==> config.mk <==
export PLATFORM = sky130hd
export DESIGN_NAME = integer_text_parser_unit
export DESIGN_NICKNAME = d
export VERILOG_FILES = /design/src/rtl/itp_pkg.sv /design/src/rtl/itp_front.sv /design/src/rtl/itp_back.sv /design/src/rtl/itp_result_queue.sv /design/src/rtl/integer_text_parser_unit.sv
export SDC_FILE = /design/constraint.sdc
export NUM_CORES = 1
export LEC_CHECK = 0
export BUFFER_PORTS_ARGS = -buffer_cell sky130_fd_sc_hd__buf_2
export CAP_MARGIN = 20
export CORE_ASPECT_RATIO = 1.25
export CORE_UTILIZATION = 59
export CTS_BUF_LIST = sky130_fd_sc_hd__clkbuf_16
export DETAILED_ROUTE_END_ITERATION = 7
export HOLD_SLACK_MARGIN = 0.15
export PLACE_DENSITY = 0.76
export SLEW_MARGIN = 15
export SYNTH_ARGS = -nofsm -noshare
export SYNTH_HDL_FRONTEND = slang
export SYNTH_SLANG_ARGS = --single-unit
==> constraint.sdc <==
create_clock -name clk -period 10.25 [get_ports clk]
set_clock_uncertainty 0.15 [all_clocks]
set_input_delay 0.5125 -clock clk [delete_from_list [all_inputs] [get_ports clk]]
set_output_delay 0.5125 -clock clk [all_outputs]
set_load 0.02 [all_outputs]
==> src/rtl/itp_pkg.sv <==
package itp_pkg;

  // Byte position counter width (end_position reports the low 16 bits)
  localparam int POSITION_BITS = 16;
  localparam int END_POS_BITS  = 16;
  localparam int VALUE_BITS    = 64;
  localparam int BASE_BITS     = 6;
  localparam int DIGIT_BITS    = 6;

  // Class queue between front and back; depth must be a power of two
  localparam int CQ_DEPTH    = 4;
  localparam int CQ_PTR_BITS = $clog2(CQ_DEPTH);

  // Result queue toward the consumer; depth must be a power of two
  localparam int RQ_DEPTH    = 2;
  localparam int RQ_PTR_BITS = $clog2(RQ_DEPTH);

  // Radix codes
  localparam logic [BASE_BITS-1:0] BASE_AUTO    = 6'd0;
  localparam logic [BASE_BITS-1:0] BASE_OCT     = 6'd8;
  localparam logic [BASE_BITS-1:0] BASE_DEC     = 6'd10;
  localparam logic [BASE_BITS-1:0] BASE_HEX     = 6'd16;
  localparam logic [BASE_BITS-1:0] BASE_MAX     = 6'd36;
  localparam logic [BASE_BITS-1:0] BASE_DEFAULT = 6'd10;

  // Digit value for a byte that is no digit at all; above any radix
  localparam logic [DIGIT_BITS-1:0] NO_DIGIT = 6'd63;

  // Character codes
  localparam logic [7:0] CH_NUL   = 8'h00;
  localparam logic [7:0] CH_TAB   = 8'h09;
  localparam logic [7:0] CH_LF    = 8'h0a;
  localparam logic [7:0] CH_CR    = 8'h0d;
  localparam logic [7:0] CH_SPACE = 8'h20;
  localparam logic [7:0] CH_PLUS  = 8'h2b;
  localparam logic [7:0] CH_MINUS = 8'h2d;
  localparam logic [7:0] CH_ZERO  = 8'h30;
  localparam logic [7:0] CH_NINE  = 8'h39;
  localparam logic [7:0] CH_UA    = 8'h41;
  localparam logic [7:0] CH_UX    = 8'h58;
  localparam logic [7:0] CH_UZ    = 8'h5a;
  localparam logic [7:0] CH_LA    = 8'h61;
  localparam logic [7:0] CH_LX    = 8'h78;
  localparam logic [7:0] CH_LZ    = 8'h7a;

  // Parse phases of the back end
  typedef enum logic [2:0] {
    PH_SPACE,
    PH_PREFIX,
    PH_AUTO0,
    PH_HEX0,
    PH_DIGITS,
    PH_DONE
  } phase_t;

  // One classified byte
  typedef struct packed {
    logic                  last;
    logic                  nul;
    logic                  space;
    logic                  sign;
    logic                  minus;
    logic                  x_char;
    logic                  zero_char;
    logic [DIGIT_BITS-1:0] digit;
  } char_class_t;

  // Head of the class queue as the back end sees it
  typedef struct packed {
    logic        valid;
    char_class_t item;
  } cq_head_t;

  // One finished string; the sign is applied on the way out
  typedef struct packed {
    logic [VALUE_BITS-1:0]   magnitude;
    logic                    negative;
    logic [END_POS_BITS-1:0] end_position;
  } result_t;

  // Clamp a radix register value to the largest supported radix
  function automatic logic [BASE_BITS-1:0] clamp_base(input logic [BASE_BITS-1:0] b);
    return (b > BASE_MAX) ? BASE_MAX : b;
  endfunction

endpackage

==> src/rtl/itp_front.sv <==
module itp_front (
  input  logic                  clk,
  input  logic                  rst,
  input  logic                  push,
  output logic                  full,
  input  logic [7:0]            char_code,
  input  logic                  last_char,
  output itp_pkg::cq_head_t     head,
  input  logic                  take
);

  localparam logic [itp_pkg::CQ_PTR_BITS:0] CQ_FULL_CNT =
    (itp_pkg::CQ_PTR_BITS+1)'(itp_pkg::CQ_DEPTH);

  itp_pkg::char_class_t              mem [itp_pkg::CQ_DEPTH];
  logic [itp_pkg::CQ_PTR_BITS-1:0]   wr_ptr;
  logic [itp_pkg::CQ_PTR_BITS-1:0]   rd_ptr;
  logic [itp_pkg::CQ_PTR_BITS:0]     cnt;
  logic                              do_push;
  logic                              do_pop;
  itp_pkg::char_class_t              cls;

  // Digit value of a byte, NO_DIGIT when it is not alphanumeric
  function automatic logic [itp_pkg::DIGIT_BITS-1:0] digit_of(input logic [7:0] c);
    logic [7:0] t;
    t = 8'd0;
    if (c >= itp_pkg::CH_ZERO && c <= itp_pkg::CH_NINE) begin
      t = c - itp_pkg::CH_ZERO;
    end else if (c >= itp_pkg::CH_LA && c <= itp_pkg::CH_LZ) begin
      t = c - itp_pkg::CH_LA + 8'd10;
    end else if (c >= itp_pkg::CH_UA && c <= itp_pkg::CH_UZ) begin
      t = c - itp_pkg::CH_UA + 8'd10;
    end else begin
      t = {2'b00, itp_pkg::NO_DIGIT};
    end
    return t[itp_pkg::DIGIT_BITS-1:0];
  endfunction

  // Classify the incoming byte
  always_comb begin
    cls.last      = last_char;
    cls.nul       = (char_code == itp_pkg::CH_NUL);
    cls.space     = (char_code == itp_pkg::CH_SPACE) || (char_code == itp_pkg::CH_TAB) ||
                    (char_code == itp_pkg::CH_LF)    || (char_code == itp_pkg::CH_CR);
    cls.sign      = (char_code == itp_pkg::CH_PLUS) || (char_code == itp_pkg::CH_MINUS);
    cls.minus     = (char_code == itp_pkg::CH_MINUS);
    cls.x_char    = (char_code == itp_pkg::CH_LX) || (char_code == itp_pkg::CH_UX);
    cls.zero_char = (char_code == itp_pkg::CH_ZERO);
    cls.digit     = digit_of(char_code);
  end

  assign full    = (cnt == CQ_FULL_CNT);
  assign do_push = push && !full;
  assign do_pop  = take && (cnt != '0);

  // Queue storage
  always_ff @(posedge clk) begin
    if (do_push) begin
      mem[wr_ptr] <= cls;
    end
  end

  // Queue pointers and fill count
  always_ff @(posedge clk) begin
    if (rst) begin
      wr_ptr <= '0;
      rd_ptr <= '0;
      cnt    <= '0;
    end else begin
      if (do_push) begin
        wr_ptr <= wr_ptr + 1'b1;
      end
      if (do_pop) begin
        rd_ptr <= rd_ptr + 1'b1;
      end
      if (do_push && !do_pop) begin
        cnt <= cnt + 1'b1;
      end else if (do_pop && !do_push) begin
        cnt <= cnt - 1'b1;
      end
    end
  end

  assign head.valid = (cnt != '0);
  assign head.item  = mem[rd_ptr];

  // An accepted request is in front of the back end in the next cycle
  a_push_visible: assert property (@(posedge clk) disable iff (rst)
    do_push |=> head.valid)
    else $error("class queue lost a request");

endmodule

==> src/rtl/itp_back.sv <==
module itp_back (
  input  logic                                 clk,
  input  logic                                 rst,
  input  logic                                 number_base_write,
  input  logic [itp_pkg::BASE_BITS-1:0]        number_base,
  input  itp_pkg::cq_head_t                    head,
  output logic                                 take,
  input  logic                                 rq_full,
  output logic                                 rq_push,
  output itp_pkg::result_t                     rq_data
);

  typedef struct packed {
    logic                          consume;
    logic                          take_try;
    logic                          mac;
    logic                          stp;
    logic [itp_pkg::BASE_BITS-1:0] tb;
    logic [itp_pkg::BASE_BITS-1:0] base_next;
    logic                          neg_next;
  } action_t;

  localparam logic [itp_pkg::POSITION_BITS-1:0] POS_CAP = '1;

  logic [itp_pkg::BASE_BITS-1:0]      base_reg;
  itp_pkg::phase_t                    phase;
  itp_pkg::phase_t                    phase_next;
  logic [itp_pkg::VALUE_BITS-1:0]     acc;
  logic [itp_pkg::VALUE_BITS-1:0]     acc_next;
  logic [itp_pkg::BASE_BITS-1:0]      base;
  logic                               neg;
  logic [itp_pkg::POSITION_BITS-1:0]  pos;
  logic [itp_pkg::POSITION_BITS-1:0]  pos_next;
  logic [itp_pkg::POSITION_BITS-1:0]  stop_pos;
  logic [itp_pkg::POSITION_BITS-1:0]  stop_pos_next;
  logic [itp_pkg::POSITION_BITS-1:0]  stop_final;
  logic [itp_pkg::POSITION_BITS+itp_pkg::END_POS_BITS-1:0] stop_wide;
  logic                               adv;
  action_t                            act;
  itp_pkg::char_class_t               it;

  assign it   = head.item;
  assign adv  = head.valid && (!it.last || !rq_full);
  assign take = adv;

  // Actions for the current byte
  always_comb begin
    act           = '0;
    act.tb        = base;
    act.base_next = base;
    act.neg_next  = neg;
    unique case (phase)
      itp_pkg::PH_SPACE, itp_pkg::PH_PREFIX: begin
        if (phase == itp_pkg::PH_SPACE && it.space) begin
          act.consume = 1'b1;
        end else if (phase == itp_pkg::PH_SPACE && it.sign) begin
          act.consume  = 1'b1;
          act.neg_next = it.minus;
        end else if (base == itp_pkg::BASE_AUTO) begin
          if (it.zero_char) begin
            act.consume = 1'b1;
          end else begin
            act.base_next = itp_pkg::BASE_DEC;
            act.tb        = itp_pkg::BASE_DEC;
            act.take_try  = 1'b1;
          end
        end else if (base == itp_pkg::BASE_HEX && it.zero_char) begin
          act.consume = 1'b1;
        end else begin
          act.take_try = 1'b1;
        end
      end
      itp_pkg::PH_AUTO0: begin
        if (it.x_char) begin
          act.base_next = itp_pkg::BASE_HEX;
          act.consume   = 1'b1;
        end else begin
          act.base_next = itp_pkg::BASE_OCT;
          act.tb        = itp_pkg::BASE_OCT;
          act.take_try  = 1'b1;
        end
      end
      itp_pkg::PH_HEX0: begin
        if (it.x_char) begin
          act.consume = 1'b1;
        end else begin
          act.take_try = 1'b1;
        end
      end
      itp_pkg::PH_DIGITS: begin
        act.take_try = 1'b1;
      end
      default: begin
      end
    endcase
    // Digit accepted or parse stops here
    if (act.take_try) begin
      if (!it.nul && (it.digit < act.tb)) begin
        act.mac     = 1'b1;
        act.consume = 1'b1;
      end else begin
        act.stp = 1'b1;
      end
    end
  end

  // Next parse phase
  always_comb begin
    phase_next = phase;
    unique case (phase)
      itp_pkg::PH_SPACE, itp_pkg::PH_PREFIX: begin
        if (act.take_try) begin
          phase_next = act.mac ? itp_pkg::PH_DIGITS : itp_pkg::PH_DONE;
        end else if (phase == itp_pkg::PH_SPACE && it.space) begin
          phase_next = itp_pkg::PH_SPACE;
        end else if (phase == itp_pkg::PH_SPACE && it.sign) begin
          phase_next = itp_pkg::PH_PREFIX;
        end else if (base == itp_pkg::BASE_AUTO) begin
          phase_next = itp_pkg::PH_AUTO0;
        end else begin
          phase_next = itp_pkg::PH_HEX0;
        end
      end
      itp_pkg::PH_AUTO0, itp_pkg::PH_HEX0, itp_pkg::PH_DIGITS: begin
        if (act.take_try) begin
          phase_next = act.mac ? itp_pkg::PH_DIGITS : itp_pkg::PH_DONE;
        end else begin
          phase_next = itp_pkg::PH_DIGITS;
        end
      end
      itp_pkg::PH_DONE: phase_next = itp_pkg::PH_DONE;
      default:          phase_next = itp_pkg::PH_DONE;
    endcase
  end

  // Accumulator and position datapath
  always_comb begin
    acc_next      = act.mac ? (acc * act.tb) + itp_pkg::VALUE_BITS'(it.digit) : acc;
    pos_next      = (act.consume && pos != POS_CAP) ? pos + 1'b1 : pos;
    stop_pos_next = act.stp ? pos : stop_pos;
    stop_final    = (phase_next != itp_pkg::PH_DONE) ? pos_next : stop_pos_next;
    stop_wide     = {{itp_pkg::END_POS_BITS{1'b0}}, stop_final};
  end

  // Result on the last byte of a string
  assign rq_push              = adv && it.last;
  assign rq_data.magnitude    = acc_next;
  assign rq_data.negative     = act.neg_next;
  assign rq_data.end_position = stop_wide[itp_pkg::END_POS_BITS-1:0];

  // Radix register
  always_ff @(posedge clk) begin
    if (rst) begin
      base_reg <= itp_pkg::BASE_DEFAULT;
    end else if (number_base_write) begin
      base_reg <= number_base;
    end
  end

  // Parse state; the last byte restarts with the current radix
  always_ff @(posedge clk) begin
    if (rst) begin
      phase    <= itp_pkg::PH_SPACE;
      acc      <= '0;
      base     <= itp_pkg::clamp_base(itp_pkg::BASE_DEFAULT);
      neg      <= 1'b0;
      pos      <= '0;
      stop_pos <= '0;
    end else if (adv) begin
      if (it.last) begin
        phase    <= itp_pkg::PH_SPACE;
        acc      <= '0;
        base     <= itp_pkg::clamp_base(base_reg);
        neg      <= 1'b0;
        pos      <= '0;
        stop_pos <= '0;
      end else begin
        phase    <= phase_next;
        acc      <= acc_next;
        base     <= act.base_next;
        neg      <= act.neg_next;
        pos      <= pos_next;
        stop_pos <= stop_pos_next;
      end
    end
  end

  // A finished string leaves a clean start behind
  a_restart: assert property (@(posedge clk) disable iff (rst)
    adv && it.last |=> phase == itp_pkg::PH_SPACE && pos == '0 && acc == '0)
    else $error("string state not cleared after last byte");

  // Once stopped, further bytes leave value and position alone
  a_done_holds: assert property (@(posedge clk) disable iff (rst)
    adv && !it.last && phase == itp_pkg::PH_DONE
      |=> phase == itp_pkg::PH_DONE && acc == $past(acc) && pos == $past(pos))
    else $error("parse state moved after stop");

endmodule

==> src/rtl/itp_result_queue.sv <==
module itp_result_queue (
  input  logic                                   clk,
  input  logic                                   rst,
  input  logic                                   push,
  input  itp_pkg::result_t                       data,
  output logic                                   full,
  output logic                                   empty,
  input  logic                                   pop,
  output logic signed [itp_pkg::VALUE_BITS-1:0]  parsed_value,
  output logic [itp_pkg::END_POS_BITS-1:0]       end_position
);

  localparam logic [itp_pkg::RQ_PTR_BITS:0] RQ_FULL_CNT =
    (itp_pkg::RQ_PTR_BITS+1)'(itp_pkg::RQ_DEPTH);

  itp_pkg::result_t                  mem [itp_pkg::RQ_DEPTH];
  logic [itp_pkg::RQ_PTR_BITS-1:0]   wr_ptr;
  logic [itp_pkg::RQ_PTR_BITS-1:0]   rd_ptr;
  logic [itp_pkg::RQ_PTR_BITS:0]     cnt;
  logic                              do_pop;
  itp_pkg::result_t                  hd;

  assign full   = (cnt == RQ_FULL_CNT);
  assign empty  = (cnt == '0);
  assign do_pop = pop && !empty;

  always_ff @(posedge clk) begin
    if (push) begin
      mem[wr_ptr] <= data;
    end
  end

  always_ff @(posedge clk) begin
    if (rst) begin
      wr_ptr <= '0;
      rd_ptr <= '0;
      cnt    <= '0;
    end else begin
      if (push) begin
        wr_ptr <= wr_ptr + 1'b1;
      end
      if (do_pop) begin
        rd_ptr <= rd_ptr + 1'b1;
      end
      if (push && !do_pop) begin
        cnt <= cnt + 1'b1;
      end else if (do_pop && !push) begin
        cnt <= cnt - 1'b1;
      end
    end
  end

  // Apply the sign on the way out
  assign hd           = mem[rd_ptr];
  assign parsed_value = $signed(hd.negative ? (~hd.magnitude + 1'b1) : hd.magnitude);
  assign end_position = hd.end_position;

  a_no_overflow: assert property (@(posedge clk) disable iff (rst)
    push |-> !full)
    else $error("result queue written while full");

  a_fill_source: assert property (@(posedge clk) disable iff (rst)
    $fell(empty) |-> $past(push))
    else $error("result appeared without a write");

endmodule

==> src/rtl/integer_text_parser_unit.sv <==
// Streaming text-to-integer converter (strtol style).
// Input channel: one string byte per request on char_code, with last_char
// set on its final byte; a request is taken when push is high and full low.
// Result channel: one result per string, parsed_value (signed, wraps modulo
// 2^64) and end_position (bytes consumed before parsing stopped); the oldest
// result is shown while empty is low and is taken when pop is high.
// Radix register: number_base (0 = automatic, 1..36, above 36 acts as 36),
// written when number_base_write is high. The radix is picked up at reset
// and at the end of each string, so a write takes effect from the string
// that starts after the next end of string. Throughput: one byte per cycle
// unless a last byte waits on a full result queue; the back end does one
// 64x6 multiply-add per byte. A last byte is registered in the class queue,
// then in the result queue. A four-entry class queue and a two-entry result
// queue decouple the sides: when the receiver stalls, bytes of the next
// string keep flowing until the back end holds a last byte with the result
// queue full; full then rises once the class queue fills.
// Reset (rst, synchronous) empties both queues and sets the radix to 10.
module integer_text_parser_unit (
  input  logic                                   clk,
  input  logic                                   rst,
  input  logic                                   push,
  output logic                                   full,
  input  logic [7:0]                             char_code,
  input  logic                                   last_char,
  output logic                                   empty,
  input  logic                                   pop,
  output logic signed [itp_pkg::VALUE_BITS-1:0]  parsed_value,
  output logic [itp_pkg::END_POS_BITS-1:0]       end_position,
  input  logic                                   number_base_write,
  input  logic [itp_pkg::BASE_BITS-1:0]          number_base
);

  itp_pkg::cq_head_t head;
  logic              take;
  logic              rq_full;
  logic              rq_push;
  itp_pkg::result_t  rq_data;

  itp_front u_front (
    .clk       (clk),
    .rst       (rst),
    .push      (push),
    .full      (full),
    .char_code (char_code),
    .last_char (last_char),
    .head      (head),
    .take      (take)
  );

  itp_back u_back (
    .clk               (clk),
    .rst               (rst),
    .number_base_write (number_base_write),
    .number_base       (number_base),
    .head              (head),
    .take              (take),
    .rq_full           (rq_full),
    .rq_push           (rq_push),
    .rq_data           (rq_data)
  );

  itp_result_queue u_rq (
    .clk          (clk),
    .rst          (rst),
    .push         (rq_push),
    .data         (rq_data),
    .full         (rq_full),
    .empty        (empty),
    .pop          (pop),
    .parsed_value (parsed_value),
    .end_position (end_position)
  );

endmodule

==> results of run 1 <==
## per-layer routing
metal  vias to the layer above  track usage, %  part of all wire (%)
li1                       9967               -                     -
met2                       955           52.46                    49
met4                         0           12.47                   3.7
met1                     10930           37.20                    39
met3                       215           5.886                   7.6
met5                         -               0                     0
## synth_stat cells, types with 6 or more instances
| cell | instances |
|---|---|
| a211o_1 | 11 |
| a211oi_1 | 7 |
| a21boi_0 | 6 |
| a21o_1 | 40 |
| a21oi_1 | 123 |
| a22o_1 | 27 |
| a22oi_1 | 40 |
| a31oi_1 | 32 |
| a32oi_1 | 7 |
| and2_1 | 69 |
| and3_1 | 198 |
| buf_2 | 26 |
| clkbuf_1 | 130 |
| dfxtp_1 | 126 |
| edfxtp_1 | 214 |
| fa_1 | 241 |
| ha_1 | 151 |
| inv_1 | 92 |
| mux2_2 | 40 |
| mux2i_1 | 69 |
| mux4_2 | 11 |
| nand2_1 | 218 |
| nand2b_1 | 23 |
| nand3_1 | 36 |
| nand4_1 | 23 |
| nor2_1 | 182 |
| nor2b_1 | 129 |
| nor3_1 | 45 |
| nor3b_1 | 11 |
| nor4_1 | 8 |
| o2111ai_1 | 6 |
| o211ai_1 | 16 |
| o21a_1 | 16 |
| o21ai_0 | 110 |
| o21ai_1 | 7 |
| o21bai_1 | 13 |
| o22ai_1 | 6 |
| o31ai_1 | 14 |
| or2_2 | 7 |
| or3_1 | 10 |
| xnor2_1 | 78 |
| xor2_1 | 57 |
## cells by family (layout without fill, tap and decap cells)
group                    after synthesis  after routing  synth area share, %
AO/OA/AOI/OAI                        547            547                13.11
XOR/XNOR                             136            136                4.268
adder cells (fa/ha/maj)              392            392                23.78
buffers and inverters                253            292                3.546
flip-flops                           340            340                31.70
multiplexers                         122            122                5.106
other                                  0              1                    0
AND/OR/NAND/NOR                      992            992                18.49
## path summary, 6_finish.rpt
kind / end / slack, ps / depth (start not counted)
hold / removal: u_back.base_reg[1] / 200 / 3
setup reg to reg: u_rq.mem[1][57] / 1540 / 22
setup / recovery: u_rq.mem[1][57] / 1540 / 22
hold reg to reg: u_back.stop_pos[15] / 350 / 2
## worst max-delay path, cell delays in order (launching register included)
cell and delay (ps):
dfxtp_1 550, buf_4 280, mux4_1 640, nor4_1 570, and3_1 400, nor2_4 160
buf_4 350, and3_1 340, fa_1 480, ha_1 290, inv_1 50, fa_1 500
fa_1 520, inv_1 40, ha_1 370, nand3_1 90, nor2_1 210, o211ai_1 170
a2111oi_0 640, o211ai_1 420, a21oi_1 280, o21bai_1 130, o311ai_0 720
## power by group through the flow
stage                     clock network, uW  logic [uW]  registers, uW
after floorplan                           0        2040           1910
after global placement                    0        2850           1930
after detailed placement                  0        2920           1950
after CTS                              1260        2930           1920
after global routing                   1320        3170           1950
final                                  1250        2950           1920
## timing repair
| action | 4_1_cts | 5_1_grt |
|---|---|---|
| endpoints found under the hold margin | 10 | 0 |
| gates resized for setup | 0 | 0 |
| hold buffers | 7 | 0 |
## metrics by stage
step	instances	hold slack, ps	total power, uW	util [%]
5_1_grt	3458	214.0	6434	64.29
2_1_floorplan	2782	315.2	3947	-
3_5_place_dp	3389	338.6	4870	61.78
3_3_place_gp	3389	327.2	4782	61.78
6_report	3459	202.7	6124	64.29
4_1_cts	3457	191.4	6117	64.25
## layout make-up
cell class              instances  area (sq um)
inverters                      93         349.1
well taps                     637         797.0
diodes                          1         2.502
clock buffers                  35         875.8
flip-flops and latches        340          8954
repair buffers                138         808.3
clock inverters                26         220.2
multi-input cells            2189         18350
fillers                      3767         16860
==> flow_metrics.env, run 1 <==
export IMPL_numPortBuffers=101
export IMPL_die_x_um=197.7
export IMPL_p_clk_share_pct=20.4
export IMPL_final_area_sq_um=30360
export IMPL_syn_inst=2782
export IMPL_htreeDepth=2
export IMPL_maxCapViolCount=0
export IMPL_ys_seq_area_share_pct=31.70
export IMPL_critPathArrivalTime_ps=8790
export IMPL_die_area_sq_um=48730
export IMPL_synth_edff_count=214
export IMPL_fmax_mhz=114.8
export IMPL_hold_violations=0
export IMPL_rows=89
export IMPL_grt_max_degree=88
export IMPL_fin_crit_ps=8711
export IMPL_dr_first_iter_drc_count=1497
export IMPL_pre_cts_slack_ps=1632
export IMPL_crit_fanout=87
export IMPL_core_sq_um=47220
export IMPL_placed_area_sq_um=29170
export IMPL_pwr_density_cell_nw_per_um2=201.7
export IMPL_hold_start="number_base_write"
export IMPL_ys_ff_latch=340
export IMPL_final_common_cell="fa_1"
export IMPL_worst_slew_pin_slew_ps=1109
export IMPL_wl_per_cell_um=20.83
export IMPL_cts_tree="yes"
export IMPL_crit_type="flip-flop to flip-flop"
export IMPL_grt_pass1_wl_mm=117.8
export IMPL_drt_total_wl_mm=72.07
export IMPL_ys_types=96
export IMPL_avgSynthCellArea_sq_um=10.15
export IMPL_antenna_found_initial=0
export IMPL_clkTransAtPathRegs_ps=60
export IMPL_p_seq_share_pct=31.3
export IMPL_track_usage_pct=30.41
export IMPL_rsz0062_at_grt="no"
export IMPL_switchingPower_uw=2705
export IMPL_synth_ff_type="edfxtp_1"
export IMPL_p_leak_uw=0.01387
export IMPL_clockBufferDepth=3
export IMPL_drive_gt1_share_pct=10.03
export IMPL_hold_class="input pin to flip-flop"
export IMPL_syn_area_sq_um=28230
export IMPL_cts_sinks=340
export IMPL_area_growth_pct=7.526
export IMPL_cp_end_kind="flip-flop"
export IMPL_setup_tns_ps=0
export IMPL_drtAntennaViolNets=0
export IMPL_initial_core_util_pct=59.79
export IMPL_grt_overflow_total=0
export IMPL_ys_top_cells_by_area="edfxtp_1 (23%), fa_1 (17%), dfxtp_1 (8.9%)"
export IMPL_swShare_pct=44.17
export IMPL_regMostFlops="u_rq.mem"
export IMPL_required_ps=10330
export IMPL_finalCritPeriodShare_pct=84.99
export IMPL_die_h_um=246.6
export IMPL_top_regs="u_rq.mem: 162 flops, u_back.acc: 64 flops, u_front.mem: 52 flops"
export IMPL_dp_hpwl_mm=52.20
export IMPL_async_reset_ff_share_pct=0
export IMPL_cts_buffers=34
export IMPL_p_comb_share_pct=48.2
export IMPL_cts_root_buf="clkbuf_16"
export IMPL_ir_drop_mv=0.3318
export IMPL_worst_setup_path_start_kind="flip-flop"
export IMPL_setup_slack_ps=1539
export IMPL_pin_count=102
export IMPL_drv_slew=0
export IMPL_insertion_delay_ps=540
export IMPL_gp_routability_congestion=0.9835
export IMPL_first_global_vias=23150
export IMPL_synth_area_leader_cell="edfxtp_1"
export IMPL_internal_power_uw=3419
export IMPL_synth_top_cell_area_share_pct=22.76
export IMPL_finalSetupViolCount=0
export IMPL_final_cell_mix="fa_1 (241), nand2_1 (218), edfxtp_1 (214)"
export IMPL_nNetsFinal=3208
export IMPL_synth_nets=3194
export IMPL_max_slew_margin_pct=25.78
export IMPL_largest_reg_flops=162
export IMPL_drc_errors=0
export IMPL_routed_via_density=6.380
export IMPL_status="completed"
export IMPL_post_cts_setup_buffers=0
export IMPL_yosys_warnings=0
export IMPL_drt_pass1_iter_count=6
export IMPL_num_vias=22070
No activity file was read; power rests on OpenSTA's default activity.
==> inputs of run 2 (changes only) <==
- ABC_AREA: not set -> 1
- clock period: 10.25 -> 8.6 ns (I/O delays scaled with it)
==> run 2 against run 1 <==
  * Maximum frequency up 16%
  * Global-route usage up 1.3 points
  * Largest power group unchanged
  * Clock-buffer cell count rose by 1
  * First-iteration DRC count grew 24%
  * Sequential power grew 24%
  * Highest routed layer unchanged
  * Clock power up 42%
==> flow_metrics.env, run 2 <==
export IMPL_num_vias=24830
export IMPL_drive_gt1_share_pct=8.035
export IMPL_slowest_delay_ps=530
export IMPL_die_h_um=251.4
export IMPL_synth_ff_type="edfxtp_1"
export IMPL_setup_tns_ps=0
export IMPL_regMostFlops="u_rq.mem"
export IMPL_p_leak_uw=0.01509
export IMPL_ys_top_cells_by_area="edfxtp_1 (22%), fa_1 (16%), nand2_1 (11%)"
export IMPL_numPortBuffers=101
export IMPL_grt_pass1_wl_mm=126.8
export IMPL_async_reset_ff_share_pct=0
export IMPL_ys_ff_latch=340
export IMPL_diodes=0
export IMPL_initial_core_util_pct=59.67
export IMPL_cts_tree="yes"
export IMPL_clkTransAtPathRegs_ps=60
export IMPL_cts_hold_buffers_added=21
export IMPL_insertion_delay_ps=600
export IMPL_clockBufferDepth=3
export IMPL_required_ps=8750
export IMPL_cp_end_kind="flip-flop"
export IMPL_avgSynthCellArea_sq_um=7.863
export IMPL_critPathArrivalTime_ps=7690
export IMPL_worst_slew_pin_slew_ps=1091
export IMPL_drt_total_wl_mm=78.02
export IMPL_finalPower_uw=8765
export IMPL_drtAntennaViolNets=0
export IMPL_fin_crit_ps=7537
export IMPL_dr_first_iter_drc_count=1852
export IMPL_die_area_sq_um=50650
export IMPL_post_cts_setup_buffers=0
export IMPL_final_common_cell="nand2_1"
export IMPL_post_cts_resized=0
export IMPL_ir_drop_mv=0.2677
export IMPL_pwr_density_cell_nw_per_um2=273.4
export IMPL_core_sq_um=49190
export IMPL_synth_area_leader_cell="edfxtp_1"
export IMPL_nNetsFinal=4217
export IMPL_antenna_found_initial=0
export IMPL_syn_inst=3733
export IMPL_finalSetupViolCount=0
export IMPL_die_x_um=201.5
export IMPL_synth_common_cells="nand2_1 (872), inv_1 (537), nor2_1 (471), fa_1 (241), a21oi_1 (220)"
export IMPL_track_usage_pct=31.67
export IMPL_crit_top_cell="nand2_1"
export IMPL_pin_count=102
export IMPL_crit_fanout=19
export IMPL_htreeDepth=2
export IMPL_synth_top_cell_area_share_pct=21.89
export IMPL_slowest_stage="fa_1"
export IMPL_fmax_mhz=132.7
export IMPL_grt_max_degree=82
export IMPL_synth_nets=4145
export IMPL_rsz0062_at_grt="no"
export IMPL_grt_overflow_total=0
export IMPL_drc_errors=0
export IMPL_wl_per_cell_um=17.40
export IMPL_hold_class="input pin to flip-flop"
export IMPL_max_slew_margin_pct=26.62
export IMPL_finalCritPeriodShare_pct=87.65
export IMPL_area_growth_pct=9.208
export IMPL_dp_hpwl_mm=59.41
export IMPL_largest_reg_flops=162
export IMPL_syn_area_sq_um=29350
export IMPL_synth_edff_count=214
export IMPL_final_cell_mix="nand2_1 (870), inv_1 (536), nor2_1 (469)"
export IMPL_status="completed"
export IMPL_fill_cells=4301
export IMPL_routed_via_density=5.538
export IMPL_cts_sinks=340
export IMPL_crit_type="flip-flop to flip-flop"
export IMPL_yosys_warnings=0
export IMPL_ys_types=59
export IMPL_drt_pass1_iter_count=6
export IMPL_hold_violations=0
export IMPL_ys_seq_area_share_pct=30.49
export IMPL_gp_routability_congestion=1.048
export IMPL_yosysMostFrequentCell="nand2_1"
export IMPL_drv_slew=0
export IMPL_cts_buffers=36
export IMPL_top_regs="u_rq.mem: 162 flops, u_back.acc: 64 flops, u_front.mem: 52 flops"
export IMPL_worst_setup_path_start_kind="flip-flop"
export IMPL_rows=91
export IMPL_maxCapViolCount=0
export IMPL_first_global_vias=24720
export IMPL_cts_root_buf="clkbuf_16"
-- run 2: path summary, 6_finish.rpt --
path | from | to | slack, ps | depth (start not counted)
max | flip-flop | u_rq.mem[0][67] | 1060 | 31
min reg2reg | u_back.stop_pos[3] | u_back.stop_pos[3] | 320 | 2
max reg2reg | flip-flop | u_rq.mem[0][67] | 1060 | 31
min | char_code[4] | u_front.mem[1][4] | 200 | 3
-- run 2: final cells by class --
type / instances / area, sq um / area share (%)
Clock buffer: 36 / 900.9 / 2.810
Clock inverter: 30 / 452.9 / 1.413
Inverter: 560 / 2102 / 6.558
Multi-Input combinational cell: 2709 / 17800 / 55.53
Sequential cell: 340 / 8952 / 27.93
Tap cell: 651 / 814.5 / 2.541
Timing Repair Buffer: 158 / 1033 / 3.224
-- run 2: logic make-up (layout without fill, tap and decap cells) --
family / count (synthesis) / count (layout) / share of synthesized area, %
AOI/OAI and AO/OA: 568 / 568 / 10.83
xor gates and xnor gates: 113 / 113 / 3.372
adders and majority gates: 392 / 392 / 22.87
buffers and inverters: 684 / 784 / 9.088
DFF: 340 / 340 / 30.49
muxes: 23 / 23 / 0.9207
and+or+nand+nor: 1613 / 1613 / 22.43
-- run 2: critical path, delay by kind of cell, from the launching register on --
family / cells / cell delay, ps
adder cells (fa/ha/maj): 5 / 2380
AND/OR/NAND/NOR: 13 / 2110
buffers and inverters: 9 / 1320
AO/OA/AOI/OAI: 4 / 1020
flip-flops: 1 / 300
-- run 2: per-layer routing --
metal / track usage (%) / share of wire, % / up-vias
li1: - / - / 12010
met4: 15.58 / 5.1 / 0
met1: 37.91 / 39 / 11690
met5: 0 / 0 / -
met3: 4.693 / 6.5 / 225
met2: 55.57 / 50 / 913
-- run 2: where the power goes --
group | switching (uW) | internal (uW)
Combinational | 3330 | 1270
Clock | 715 | 1060
Sequential | 161 | 2230
-- run 2: through the flow --
stage	std cells	setup slack (ps)	util, %	hold WS, ps	cell area (sq um)
3_3_place_gp	4395	1261	61.94	301.2	30470
5_1_grt	4484	559.9	65.17	224.8	32050
6_report	4484	1063	65.17	198.3	32050
2_1_floorplan	3733	2468	-	286.3	29350
3_5_place_dp	4395	1129	61.94	305.5	30470
4_1_cts	4482	1155	65.12	179.4	32030
==> inputs of run 3 (changes only) <==
==> constraint.sdc (replaced) <==
create_clock -name clk -period 8.6 [get_ports clk]
set_clock_uncertainty 0.15 [all_clocks]
set_input_delay 2.15 -clock clk [delete_from_list [all_inputs] [get_ports clk]]
set_output_delay 2.15 -clock clk [all_outputs]
set_load 0.02 [all_outputs]
==> run 3 against run 2 <==
  * Final cell count fell by 0.54%
  * Sequential power barely moved
  * Wire length is 0.81% lower
  * Critical endpoint unchanged
  * Final area is 1.2% lower
  * Highest routed layer unchanged
  * Maximum frequency shrank 1.8%
  * Utilization is 0.80 points lower
==> flow_metrics.env, run 3 (same netlist as run 2, synthesis figures left out) <==
export IMPL_final_cell_mix="nand2_1 (870), inv_1 (535), nor2_1 (469)"
export IMPL_rows=91
export IMPL_dp_hpwl_mm=59.49
export IMPL_finalCritPeriodShare_pct=89.27
export IMPL_post_cts_resized=0
export IMPL_max_slew_margin_pct=19.85
export IMPL_drt_pass1_iter_count=8
export IMPL_drive_gt1_share_pct=7.981
export IMPL_cts_root_buf="clkbuf_16"
export IMPL_post_cts_setup_buffers=0
export IMPL_gp_routability_congestion=1.048
export IMPL_slowest_delay_ps=530
export IMPL_fill_cells=4357
export IMPL_cts_tree="yes"
export IMPL_regMostFlops="u_rq.mem"
export IMPL_cts_buffers=35
export IMPL_wl_per_cell_um=17.35
export IMPL_crit_fanout=19
export IMPL_die_area_sq_um=50650
export IMPL_antenna_found_initial=0
export IMPL_pre_cts_slack_ps=1089
export IMPL_min_path_cells=2
export IMPL_hold_violations=0
export IMPL_finalSetupViolCount=0
export IMPL_slowest_stage="fa_1"
export IMPL_insertion_delay_ps=570
export IMPL_first_global_vias=24490
export IMPL_rsz0062_at_grt="no"
export IMPL_pin_count=102
export IMPL_grt_pass1_wl_mm=124.8
export IMPL_crit_top_cell="nand2_1"
export IMPL_drtAntennaViolNets=0
export IMPL_ir_drop_mv=0.2633
export IMPL_cts_hold_buffers_added=0
export IMPL_pwr_density_cell_nw_per_um2=269.7
export IMPL_p_leak_uw=0.01490
export IMPL_htreeDepth=2
export IMPL_grt_max_degree=82
export IMPL_core_sq_um=49190
export IMPL_dr_first_iter_drc_count=1807
export IMPL_required_ps=8720
export IMPL_top_regs="u_rq.mem: 162 flops, u_back.acc: 64 flops, u_front.mem: 52 flops"
export IMPL_routed_via_density=5.546
export IMPL_crit_type="flip-flop to flip-flop"
export IMPL_status="completed"
export IMPL_drv_slew=0
export IMPL_die_h_um=251.4
export IMPL_place_inst=4396
export IMPL_largest_reg_flops=162
export IMPL_track_usage_pct=31.14
export IMPL_drt_total_wl_mm=77.39
export IMPL_worst_setup_path_start_kind="flip-flop"
export IMPL_setup_tns_ps=0
export IMPL_num_vias=24730
export IMPL_grt_overflow_total=0
export IMPL_finalPower_uw=8538
export IMPL_diodes=0
export IMPL_clkTransAtPathRegs_ps=60
export IMPL_cts_sinks=340
export IMPL_worst_slew_pin_slew_ps=1190
export IMPL_clockBufferDepth=3
export IMPL_critPathArrivalTime_ps=7800
export IMPL_maxCapViolCount=0
export IMPL_initial_core_util_pct=59.67
export IMPL_fin_crit_ps=7677
export IMPL_setup_slack_ps=922.9
export IMPL_fin_cells=4460
export IMPL_numPortBuffers=101
export IMPL_hold_class="flip-flop to flip-flop"
export IMPL_die_x_um=201.5
export IMPL_r2r_cells=31
export IMPL_area_growth_pct=7.869
export IMPL_timing_hold_ws_ps=314.3
export IMPL_final_common_cell="nand2_1"
export IMPL_drc_errors=0
export IMPL_cp_end_kind="flip-flop"
export IMPL_nNetsFinal=4194
export IMPL_fmax_mhz=130.3
[run 3: cell count changes in the layout (fill, tap and decap cells not counted), sizes merged]
| cell | delta |
|---|---|
| dlygate4sd3 | -21 |
| clkinv | -1 |
| bufinv | -4 |
| clkbuf | -2 |
| inv | +1 |
| clkinvlp | +3 |
[run 3: final timing paths]
| kind | startpoint | endpoint | slack, ps |
|---|---|---|---|
| max | flip-flop | u_rq.mem[0][67] | 920 |
| min | u_back.base_reg[5] | u_back.base[5] | 310 |
| max reg2reg | flip-flop | u_rq.mem[0][67] | 920 |
| min reg2reg | u_back.base_reg[5] | u_back.base[5] | 310 |
[run 3: report_power, final]
group	switching, uW	total [uW]	internal [uW]
registers	162	2390	2220
logic	3310	4560	1250
clock network	684	1590	909
[run 3: final cells by class]
class	count	area (sq um)	share of cell area, %
Clock inverter	29	310.3	0.9800
Timing Repair Buffer	136	808.3	2.553
Clock buffer	35	875.8	2.766
Tap cell	651	814.5	2.573
Sequential cell	340	8952	28.28
Multi-Input combinational cell	2709	17800	56.21
Inverter	560	2102	6.639
[run 3: through the flow]
stage	cell area (sq um)	utilization (%)
after floorplan	29350	-
after global placement	30480	61.96
after detailed placement	30480	61.96
after CTS	31660	64.37
after global routing	31660	64.37
final	31660	64.37
[run 3: critical path: cells and delay by family, from the launching register on]
| kind | cells | cell delay [ps] |
|---|---|---|
| AO/OA/AOI/OAI | 4 | 1020 |
| buffers and inverters | 9 | 1310 |
| AND/OR/NAND/NOR | 13 | 2220 |
| adder cells (fa/ha/maj) | 5 | 2400 |
| flip-flops | 1 | 300 |
[run 3: routing by layer]
layer | vias up | GRT usage, % | wire [um]
met5 | - | 0 | 0
met4 | 0 | 15.80 | 4184
met3 | 243 | 4.926 | 4746
met2 | 856 | 54.41 | 38220
met1 | 11680 | 37.06 | 30240
li1 | 11960 | - | -
